===== config.mk =====
export PLATFORM = sky130hd
export DESIGN_NAME = varint_decoder_top
export DESIGN_NICKNAME = d
export VERILOG_FILES = /design/src/hdl/vdec_pkg.sv /design/src/hdl/varint_decoder_top.sv /design/src/hdl/vdec_core.sv
export SDC_FILE = /design/constraint.sdc
export NUM_CORES = 1
export LEC_CHECK = 0
export ABC_CLOCK_PERIOD_IN_PS = 8800
export BUFFER_PORTS_ARGS = -buffer_cell sky130_fd_sc_hd__buf_2
export CAP_MARGIN = 20
export CORE_ASPECT_RATIO = 1.5
export CORE_MARGIN = 2
export CORE_UTILIZATION = 50
export DETAILED_ROUTE_END_ITERATION = 10
export PLACE_DENSITY = 0.7
export RECOVER_POWER = 50
export SYNTH_ARGS = -nofsm -noshare
export SYNTH_HDL_FRONTEND = slang
export SYNTH_SLANG_ARGS = --single-unit

===== constraint.sdc =====
create_clock -name clk -period 8.8 [get_ports clk]
set_input_delay 0.88 -clock clk [delete_from_list [all_inputs] [get_ports clk]]
set_output_delay 0.88 -clock clk [all_outputs]
set_load 0.005 [all_outputs]

===== src/hdl/vdec_pkg.sv =====
// ----------------------------------------------------------------------------
// vdec_pkg
// Types and constants shared by the varint decoder modules.
// ----------------------------------------------------------------------------
package vdec_pkg;

  localparam int unsigned DATA_W  = 8;
  localparam int unsigned VALUE_W = 64;

  localparam logic [6:0] PAYLOAD_MASK = 7'h7F;
  localparam int unsigned CONT_BIT_POS = 7;

  localparam logic [3:0] MAX_BYTES_32 = 4'd5;
  localparam logic [3:0] MAX_BYTES_64 = 4'd10;

  localparam logic [1:0] STATUS_OK        = 2'd0;
  localparam logic [1:0] STATUS_TOO_LONG  = 2'd1;
  localparam logic [1:0] STATUS_STREAM_END = 2'd2;

  localparam logic MODE_32 = 1'b0;
  localparam logic MODE_64 = 1'b1;

  typedef struct packed {
    logic [DATA_W-1:0] data_byte;
    logic              mode;
    logic              stream_end;
  } vdec_in_t;

  typedef struct packed {
    logic signed [VALUE_W-1:0] value;
    logic [1:0]                status;
  } vdec_out_t;

  // What one processed word leaves for the result register.
  typedef struct packed {
    logic      has_result;
    vdec_out_t result;
  } vdec_step_t;

endpackage


===== src/hdl/varint_decoder_top.sv =====
// ----------------------------------------------------------------------------
// varint_decoder_top
// LEB128 varint decoder: takes one stream byte per word and returns one
// result word when a value completes or an error ends it. It accepts one byte
// every cycle while the result side keeps up; a byte passes an input register
// and then the result register, which takes the result of the byte that
// ends its value. The rate is set by the accumulator update, a combinational
// shift-or with the end and length checks. Width is taken from mode on the
// first byte of each value (32-bit: up to 5 bytes, sign-extended from bit 31;
// 64-bit: up to 10 bytes). Status 1 means too long, status 2 means the stream
// ended mid-value; both give value 0.
// ----------------------------------------------------------------------------
module varint_decoder_top
  import vdec_pkg::*;
(
  input  logic      clk,
  input  logic      rst,
  input  logic      in_valid,
  output logic      in_stall,
  input  vdec_in_t  in_data,
  output logic      out_valid,
  input  logic      out_stall,
  output vdec_out_t out_data
);

  logic       s1_valid;
  vdec_in_t   s1_item;
  logic       out_free;
  logic       proc_fire;
  vdec_step_t step;

  assign out_free  = !out_valid || !out_stall;
  assign in_stall  = s1_valid && !out_free;
  assign proc_fire = s1_valid && out_free;

  vdec_core u_core (
    .clk  (clk),
    .rst  (rst),
    .fire (proc_fire),
    .item (s1_item),
    .step (step)
  );

  always_ff @(posedge clk) begin
    if (rst) begin
      s1_valid <= 1'b0;
    end else if (!in_stall) begin
      s1_valid <= in_valid;
    end
  end

  always_ff @(posedge clk) begin
    if (!in_stall && in_valid) begin
      s1_item <= in_data;
    end
  end

  always_ff @(posedge clk) begin
    if (rst) begin
      out_valid <= 1'b0;
    end else if (out_free) begin
      out_valid <= proc_fire && step.has_result;
    end
  end

  always_ff @(posedge clk) begin
    if (out_free && proc_fire && step.has_result) begin
      out_data <= step.result;
    end
  end

endmodule


===== src/hdl/vdec_core.sv =====
// ----------------------------------------------------------------------------
// vdec_core
// Decode state (accumulator, byte count, latched width) and the per-word
// shift-or, termination and error checks.
// ----------------------------------------------------------------------------
module vdec_core
  import vdec_pkg::*;
(
  input  logic       clk,
  input  logic       rst,
  input  logic       fire,
  input  vdec_in_t   item,
  output vdec_step_t step
);

  logic [VALUE_W-1:0] acc, acc_next;
  logic [3:0]         cnt, cnt_next;
  logic               wide, wide_next;

  logic               width_eff;
  logic [3:0]         limit;
  logic [3:0]         cnt_inc;
  logic [6:0]         shamt;
  logic [VALUE_W-1:0] acc_sum;
  logic [VALUE_W-1:0] value_ext;

  always_comb begin
    width_eff = (cnt == 4'd0) ? item.mode : wide;
    limit     = (width_eff == MODE_64) ? MAX_BYTES_64 : MAX_BYTES_32;
    cnt_inc   = cnt + 4'd1;
    // 7 * cnt, at most 63
    shamt     = {cnt, 3'b000} - {3'b000, cnt};
    acc_sum   = acc | (VALUE_W'(item.data_byte[6:0] & PAYLOAD_MASK) << shamt[5:0]);
    if (width_eff == MODE_64) begin
      value_ext = acc_sum;
    end else begin
      value_ext = {{(VALUE_W-32){acc_sum[31]}}, acc_sum[31:0]};
    end
  end

  always_comb begin
    step      = '0;
    acc_next  = acc;
    cnt_next  = cnt;
    wide_next = wide;
    if (fire) begin
      acc_next  = '0;
      cnt_next  = 4'd0;
      wide_next = 1'b0;
      priority if (cnt >= limit) begin
        // unreachable count; drop the word and restart
      end else if (!item.data_byte[CONT_BIT_POS]) begin
        step.has_result    = 1'b1;
        step.result.value  = value_ext;
        step.result.status = STATUS_OK;
      end else if (cnt_inc == limit) begin
        step.has_result    = 1'b1;
        step.result.status = STATUS_TOO_LONG;
      end else if (item.stream_end) begin
        step.has_result    = 1'b1;
        step.result.status = STATUS_STREAM_END;
      end else begin
        acc_next  = acc_sum;
        cnt_next  = cnt_inc;
        wide_next = width_eff;
      end
    end
  end

  always_ff @(posedge clk) begin
    if (rst) begin
      acc  <= '0;
      cnt  <= 4'd0;
      wide <= 1'b0;
    end else begin
      acc  <= acc_next;
      cnt  <= cnt_next;
      wide <= wide_next;
    end
  end

endmodule


==> results of run 1 <==
## tightest hold or removal path: stages, from the launching register on
cell and delay (ps):
dfxtp_1 310, nand2_1 50, a21oi_1 50
## path summary, 6_finish.rpt
kind | cells after the start | end | slack, ps
hold reg to reg | 2 | u_core.acc[32]$_SDFFE_PP0P_ | 460
setup / recovery | 11 | out_data[56]$_SDFFCE_PP0P_ | 3110
setup reg to reg | 11 | out_data[56]$_SDFFCE_PP0P_ | 3110
hold / removal | 2 | u_core.acc[32]$_SDFFE_PP0P_ | 460
## cells by family after synthesis
group / count (synthesis) / share of synthesized area, %
xor gates and xnor gates: 3 / 0.3938
buffers and inverters: 59 / 4.124
and+or+nand+nor: 206 / 14.90
adders and majority gates: 4 / 0.7499
AOI/OAI and AO/OA: 208 / 21.52
DFF: 147 / 55.49
muxes: 14 / 2.812
## power by group
| part | switching [W] | internal [W] |
|---|---|---|
| combinational | 0.0000823 | 0.0000330 |
| clock | 0.000291 | 0.000450 |
| sequential | 0.00000753 | 0.000737 |
## cell type report
type	instances	area share, %
inverters	9	0.4407
clock buffers	18	5.599
well taps	159	2.595
flip-flops and latches	147	48.32
multi-input cells	435	35.06
repair buffers	89	5.648
clock inverters	14	2.334
## registers in the layout, indices dropped and copies added, names as in the netlist
name and count:
out_data 66, out_valid 1, s1_item 10, s1_valid 1
u_core.acc 64, u_core.cnt 4, u_core.wide 1
## layer usage
metal / global-route usage [%] / vias to the layer above / wire (um)
li1: - / 2542 / -
met4: 16.37 / 0 / 1061
met3: 4.755 / 61 / 1022
met2: 38.54 / 272 / 8377
met1: 25.99 / 2578 / 6166
met5: 0 / - / 0
## cell usage in the layout, fill, tap and decap left out, types with 25 or more instances in the layout
cell and n:
a32oi_1 30, o21ai_0 38, edfxtp_1 76, dfxtp_1 71, buf_2 58, nor2_1 94
nand2_1 31, clkbuf_1 25, nand3_1 25, a22oi_1 25, a21oi_1 57
## stage by stage
| stage | setup WS (ps) | utilization [%] | power, W |
|---|---|---|---|
| floorplan | 4197 | - | 0.0008345 |
| global placement | 3922 | 54.58 | 0.0008707 |
| detailed placement | 3664 | 54.58 | 0.0008741 |
| CTS | 3596 | 59.26 | 0.001605 |
| global route | 2434 | 58.88 | 0.001643 |
| finish | 3114 | 58.88 | 0.001599 |
==> run_results.csv, run 1 <==
group,metric,value,unit
critical_path,cp-startpoint,"u_core.cnt[0]$_SDFFE_PP0P_",
logic_synthesis,netlist_area,0.006674,mm2
cells_and_area,antenna_cells,0,
cts,hold_buffers,0,
cts,insertion_delay,430,ps
power,peakVddDrop,0.1687,mV
placed_design,dp.final_hpwl,11220,um
timing,max_freq,175.9,MHz
logic_synthesis,synth_edf_count,76,
route,vias,5453,
cells_and_area,fillers,1120,
cells_and_area,finalInstanceArea,0.007665,mm2
critical_path,crit_arrival,5750,ps
floorplan,start_util,51.27,%
critical_path,cp_num_buf_inv,2,
critical_path,crit_type,"reg -> reg",
floorplan,dieArea,0.01431,mm2
logic_synthesis,synth_warnings,0,
placed_design,portBuffers,81,
min_path,hp-class,"reg -> reg",
global_route,grt_pass1_wl,25880,um
global_route,grt_pass1_vias,5140,
placed_design,place_area,0.007106,mm2
logic_synthesis,synthArstFlopShare,0,%
critical_path,cp-end-kind,"flop",
timing,timing_worst_slew_pin_value,2597,ps
critical_path,critPathMaxFanout,37,
cts,clk_path_buf_depth,2,
cts,numCtsBuffers,17,
logic_synthesis,avgSynthCellArea,10.41,um2
critical_path,worstPathRequired,8870,ps
logic_synthesis,synth_nets,659,
cts,post_cts_resized,0,
timing,skew,9.238,ps
timing,slew_headroom,-73.14,%
power,p_per_area,208.7,mW/mm2
timing,grt_setup_unrepaired,"false",
floorplan,core_area,0.01302,mm2
cts,clk_pin_slew,60,ps
timing,setup_viol,0,
timing,slew_violations,97,
floorplan,rows,51,
logic_synthesis,synth_flop_cell,"edfxtp_1",
global_route,grt_start_max_net_pins,67,
logic_synthesis,synthCells,641,
critical_path,crit_family,"simple AND/OR/NAND/NOR gates",
placed_design,gp_congestion,0.9339,
cts,cts_setup_buffers,0,
critical_path,critPathMaxStageDelay,1510,ps
critical_path,crit_top_cell,"ha_1",
critical_path,crit_path_start_kind,"flop",
timing,fin_crit,5686,ps
route,drc,0,
timing,whs,458.4,ps
logic_synthesis,yosysMostFrequentCell,"nor2_1",
logic_synthesis,synthDistinctLibCells,64,
route,wl_per_cell,19.09,um
logic_synthesis,synth_top_area_cell,"edfxtp_1",
global_route,grt_usage,23.09,%
critical_path,worstPathCellList,"inv_1 > ha_1 > nor3b_1 > mux2i_1 > clkinv_1 > ha_1 > nand2_1 > a31o_2 > o211ai_1 > or2_0 > a31oi_1",
global_route,gr-total-overflow,0,
power,p_leak,2.578,nW
cells_and_area,seq_area,0.003704,mm2
logic_synthesis,synth_commonest_cells,"nor2_1 (95), edfxtp_1 (76), dfxtp_1 (71)",
critical_path,timing.rr.start,"u_core.cnt[0]$_SDFFE_PP0P_",
flow_run,maxCapViolCount,2,
cts,clock_sinks,147,
placed_design,dp_cells,839,
route,drt-initial-drc-count,413,
cts,tritoncts,"done",
logic_synthesis,synth-seq-cells,147,
cells_and_area,multiInputGateArea,0.002688,mm2
outcome,status,"finished with violations",
cells_and_area,area_delta_synth_final,14.85,%
route,dr.pass1.iters,6,
timing,hold_viol,0,
min_path,hp-start,"u_core.acc[32]$_SDFFE_PP0P_",
floorplan,io_pins,82,
logic_synthesis,synth_area_leaders,"edfxtp_1 (34%), dfxtp_1 (21%), nor2_1 (5.3%)",
cts,cts_root_buf,"clkbuf_16",
route,wirelength,16630,um
cts,ctsHtreeMaxLevel,4,
floorplan,die_x,98.33,um
global_route,antenna_found_initial,0,
timing,fin_crit_sh,64.62,%
timing,fin_tns_setup,0,ps
route,routed_via_density,6.261,
cells_and_area,instances_no_fill,871,
critical_path,critPathSlowestCell,"or2_0",
cells_and_area,final_net_count,717,
logic_synthesis,synth-seq-area-share,55.49,%
route,antenna_left,0,
floorplan,die_h,145.5,um
cells_and_area,layout-drive-gt1-share,16.85,%
outcome,violations,"capacitance limit, slew limit",
logic_synthesis,synth_top_area_share,34.20,%
No activity file was read; power rests on OpenSTA's default activity.
==> run 2: changes to the inputs <==
ABC_CLOCK_PERIOD_IN_PS = 4600   (was 8800)
PLACE_DENSITY = 0.73   (was 0.7)
clock period = 4.6 ns   (was 8.8 ns; I/O delays follow)
==> run 2 against run 1 <==
  * The run now ends clean
  * Via count is 0.24% higher
  * Register-to-register slack worse by 2600 ps
  * Clock power is 82% higher
  * Critical endpoint is now out_data[58]$_SDFFCE_PP0P_
  * Largest cell class unchanged
  * Largest power group unchanged
  * Highest routed layer unchanged
==> run_results.csv, run 2 (same netlist as run 1, synthesis figures left out) <==
group,metric,value,unit
floorplan,dieArea,0.01431,mm2
route,antenna_left,0,
floorplan,die_x,98.33,um
global_route,antenna_found_initial,0,
critical_path,worstPathCellList,"inv_1 > ha_1 > nor3b_1 > mux2i_1 > clkinv_1 > ha_1 > nand2_1 > a31o_2 > o211ai_1 > nor2_1 > a22oi_2 > o21ai_0",
cts,tritoncts,"done",
timing,hold_viol,0,
critical_path,crit_path_start_kind,"flop",
placed_design,gp_congestion,0.8866,
cells_and_area,fillers,1139,
critical_path,r2r_cells,12,
route,drt-initial-drc-count,497,
timing,setup_viol,0,
cts,insertion_delay,420,ps
min_path,hp-class,"in -> reg",
floorplan,core_area,0.01302,mm2
cells_and_area,largest_reg_flops,66,
floorplan,start_util,51.27,%
critical_path,cp-end-kind,"flop",
min_path,holdPathStages,1,
placed_design,dp.final_hpwl,11620,um
route,dr.pass1.iters,6,
critical_path,crit_top_cell,"ha_1",
global_route,grt_usage,24.02,%
outcome,status,"finished, final reports clean",
floorplan,io_pins,82,
route,wirelength,17120,um
timing,slew_headroom,13.88,%
floorplan,die_h,145.5,um
power,p_leak,2.598,nW
route,wl_per_cell,19.52,um
route,routed_via_density,6.233,
critical_path,worstPathRequired,4720,ps
global_route,gr-total-overflow,0,
cts,hold_buffers,0,
power,p_per_area,389.4,mW/mm2
critical_path,critPathMaxFanout,25,
global_route,grt_start_max_net_pins,58,
floorplan,rows,51,
critical_path,critPathSlowestCell,"a22oi_2",
cells_and_area,final_cell_mix,"nor2_1 (95), edfxtp_1 (76), dfxtp_1 (71)",
timing,fin_crit_sh,89.27,%
cells_and_area,area_delta_synth_final,15.58,%
timing,max_freq,243.5,MHz
cells_and_area,layout-drive-gt1-share,17.41,%
route,drc,0,
critical_path,critPathMaxStageDelay,740,ps
cells_and_area,reg_top3,"out_data (66), u_core.acc (64), s1_item (10)",
placed_design,portBuffers,81,
cts,numCtsBuffers,17,
timing,slew_violations,0,
cts,ctsHtreeMaxLevel,4,
timing,grt_setup_unrepaired,"false",
route,vias,5466,
power,peakVddDrop,0.2724,mV
timing,timing_worst_slew_pin_value,1292,ps
timing,finalWorstSetupSlack,493.6,ps
global_route,grt_pass1_vias,5307,
critical_path,crit_arrival,4220,ps
placed_design,pre_cts_ws,605.4,ps
cts,clock_sinks,147,
global_route,grt_pass1_wl,27230,um
cts,cts_root_buf,"clkbuf_16",
timing,fin_tns_setup,0,ps
critical_path,crit_type,"reg -> reg",
timing,skew,8.234,ps
cells_and_area,final_net_count,723,
cts,clk_pin_slew,60,ps
cts,clk_path_buf_depth,2,
cells_and_area,top_register,"out_data",
flow_run,maxCapViolCount,0,
cells_and_area,final_common_cell,"nor2_1",
cells_and_area,antenna_cells,0,
cts,cts_setup_buffers,0,
timing,fin_crit,4106,ps
cts,post_cts_resized,0,
==> run 2: through the flow <==
stage	power, W	std cells	instance area, um2	hold slack, ps	util (%)
finish	0.003003	877	7714	210.7	59.26
global route	0.003090	877	7714	201.4	59.26
CTS	0.003013	877	7751	201.3	59.54
detailed placement	0.001681	845	7177	453.2	55.13
global placement	0.001675	845	7177	441.7	55.13
floorplan	0.001596	641	6678	435.5	-
==> run 2: worst max-delay path, delay by kind of cell (launching register included) <==
family	cells	cell delay (ps)
buffers and inverters	2	320
AO/OA/AOI/OAI	4	1400
flip-flops	1	310
AND/OR/NAND/NOR	3	560
multiplexers	1	460
adder cells (fa/ha/maj)	2	740
==> run 2: layout make-up <==
type | count | area, um2 | area share (%)
clock buffer | 19 | 454.2 | 5.888
clock inverter | 13 | 120.1 | 1.557
tap | 159 | 198.9 | 2.579
multi-input combinational | 435 | 2696 | 34.96
timing repair buffer | 95 | 503.0 | 6.521
inverter | 9 | 37.54 | 0.4866
sequential | 147 | 3704 | 48.01
==> run 2: power breakdown <==
part           switching (W)  internal [W]
Sequential         0.0000130       0.00141
Clock               0.000566      0.000784
Combinational       0.000164     0.0000678
Total               0.000743       0.00226
==> run 2: per-layer routing <==
layer	part of all wire [%]	vias to the layer above	GRT usage (%)
met5	0	-	0
met4	4.9	0	13.49
met3	6.2	57	4.707
met2	51	276	40.34
met1	38	2587	28.59
li1	-	2546	-
==> run 2: worst paths after layout <==
kind | startpoint | end | slack, ps
hold reg to reg | u_core.acc[48]$_SDFFE_PP0P_ | u_core.acc[48]$_SDFFE_PP0P_ | 460
setup / recovery | u_core.cnt[0]$_SDFFE_PP0P_ | out_data[58]$_SDFFCE_PP0P_ | 490
hold / removal | in_data[8] | s1_item[8]$_DFFE_PP_ | 210
setup reg to reg | u_core.cnt[0]$_SDFFE_PP0P_ | out_data[58]$_SDFFCE_PP0P_ | 490
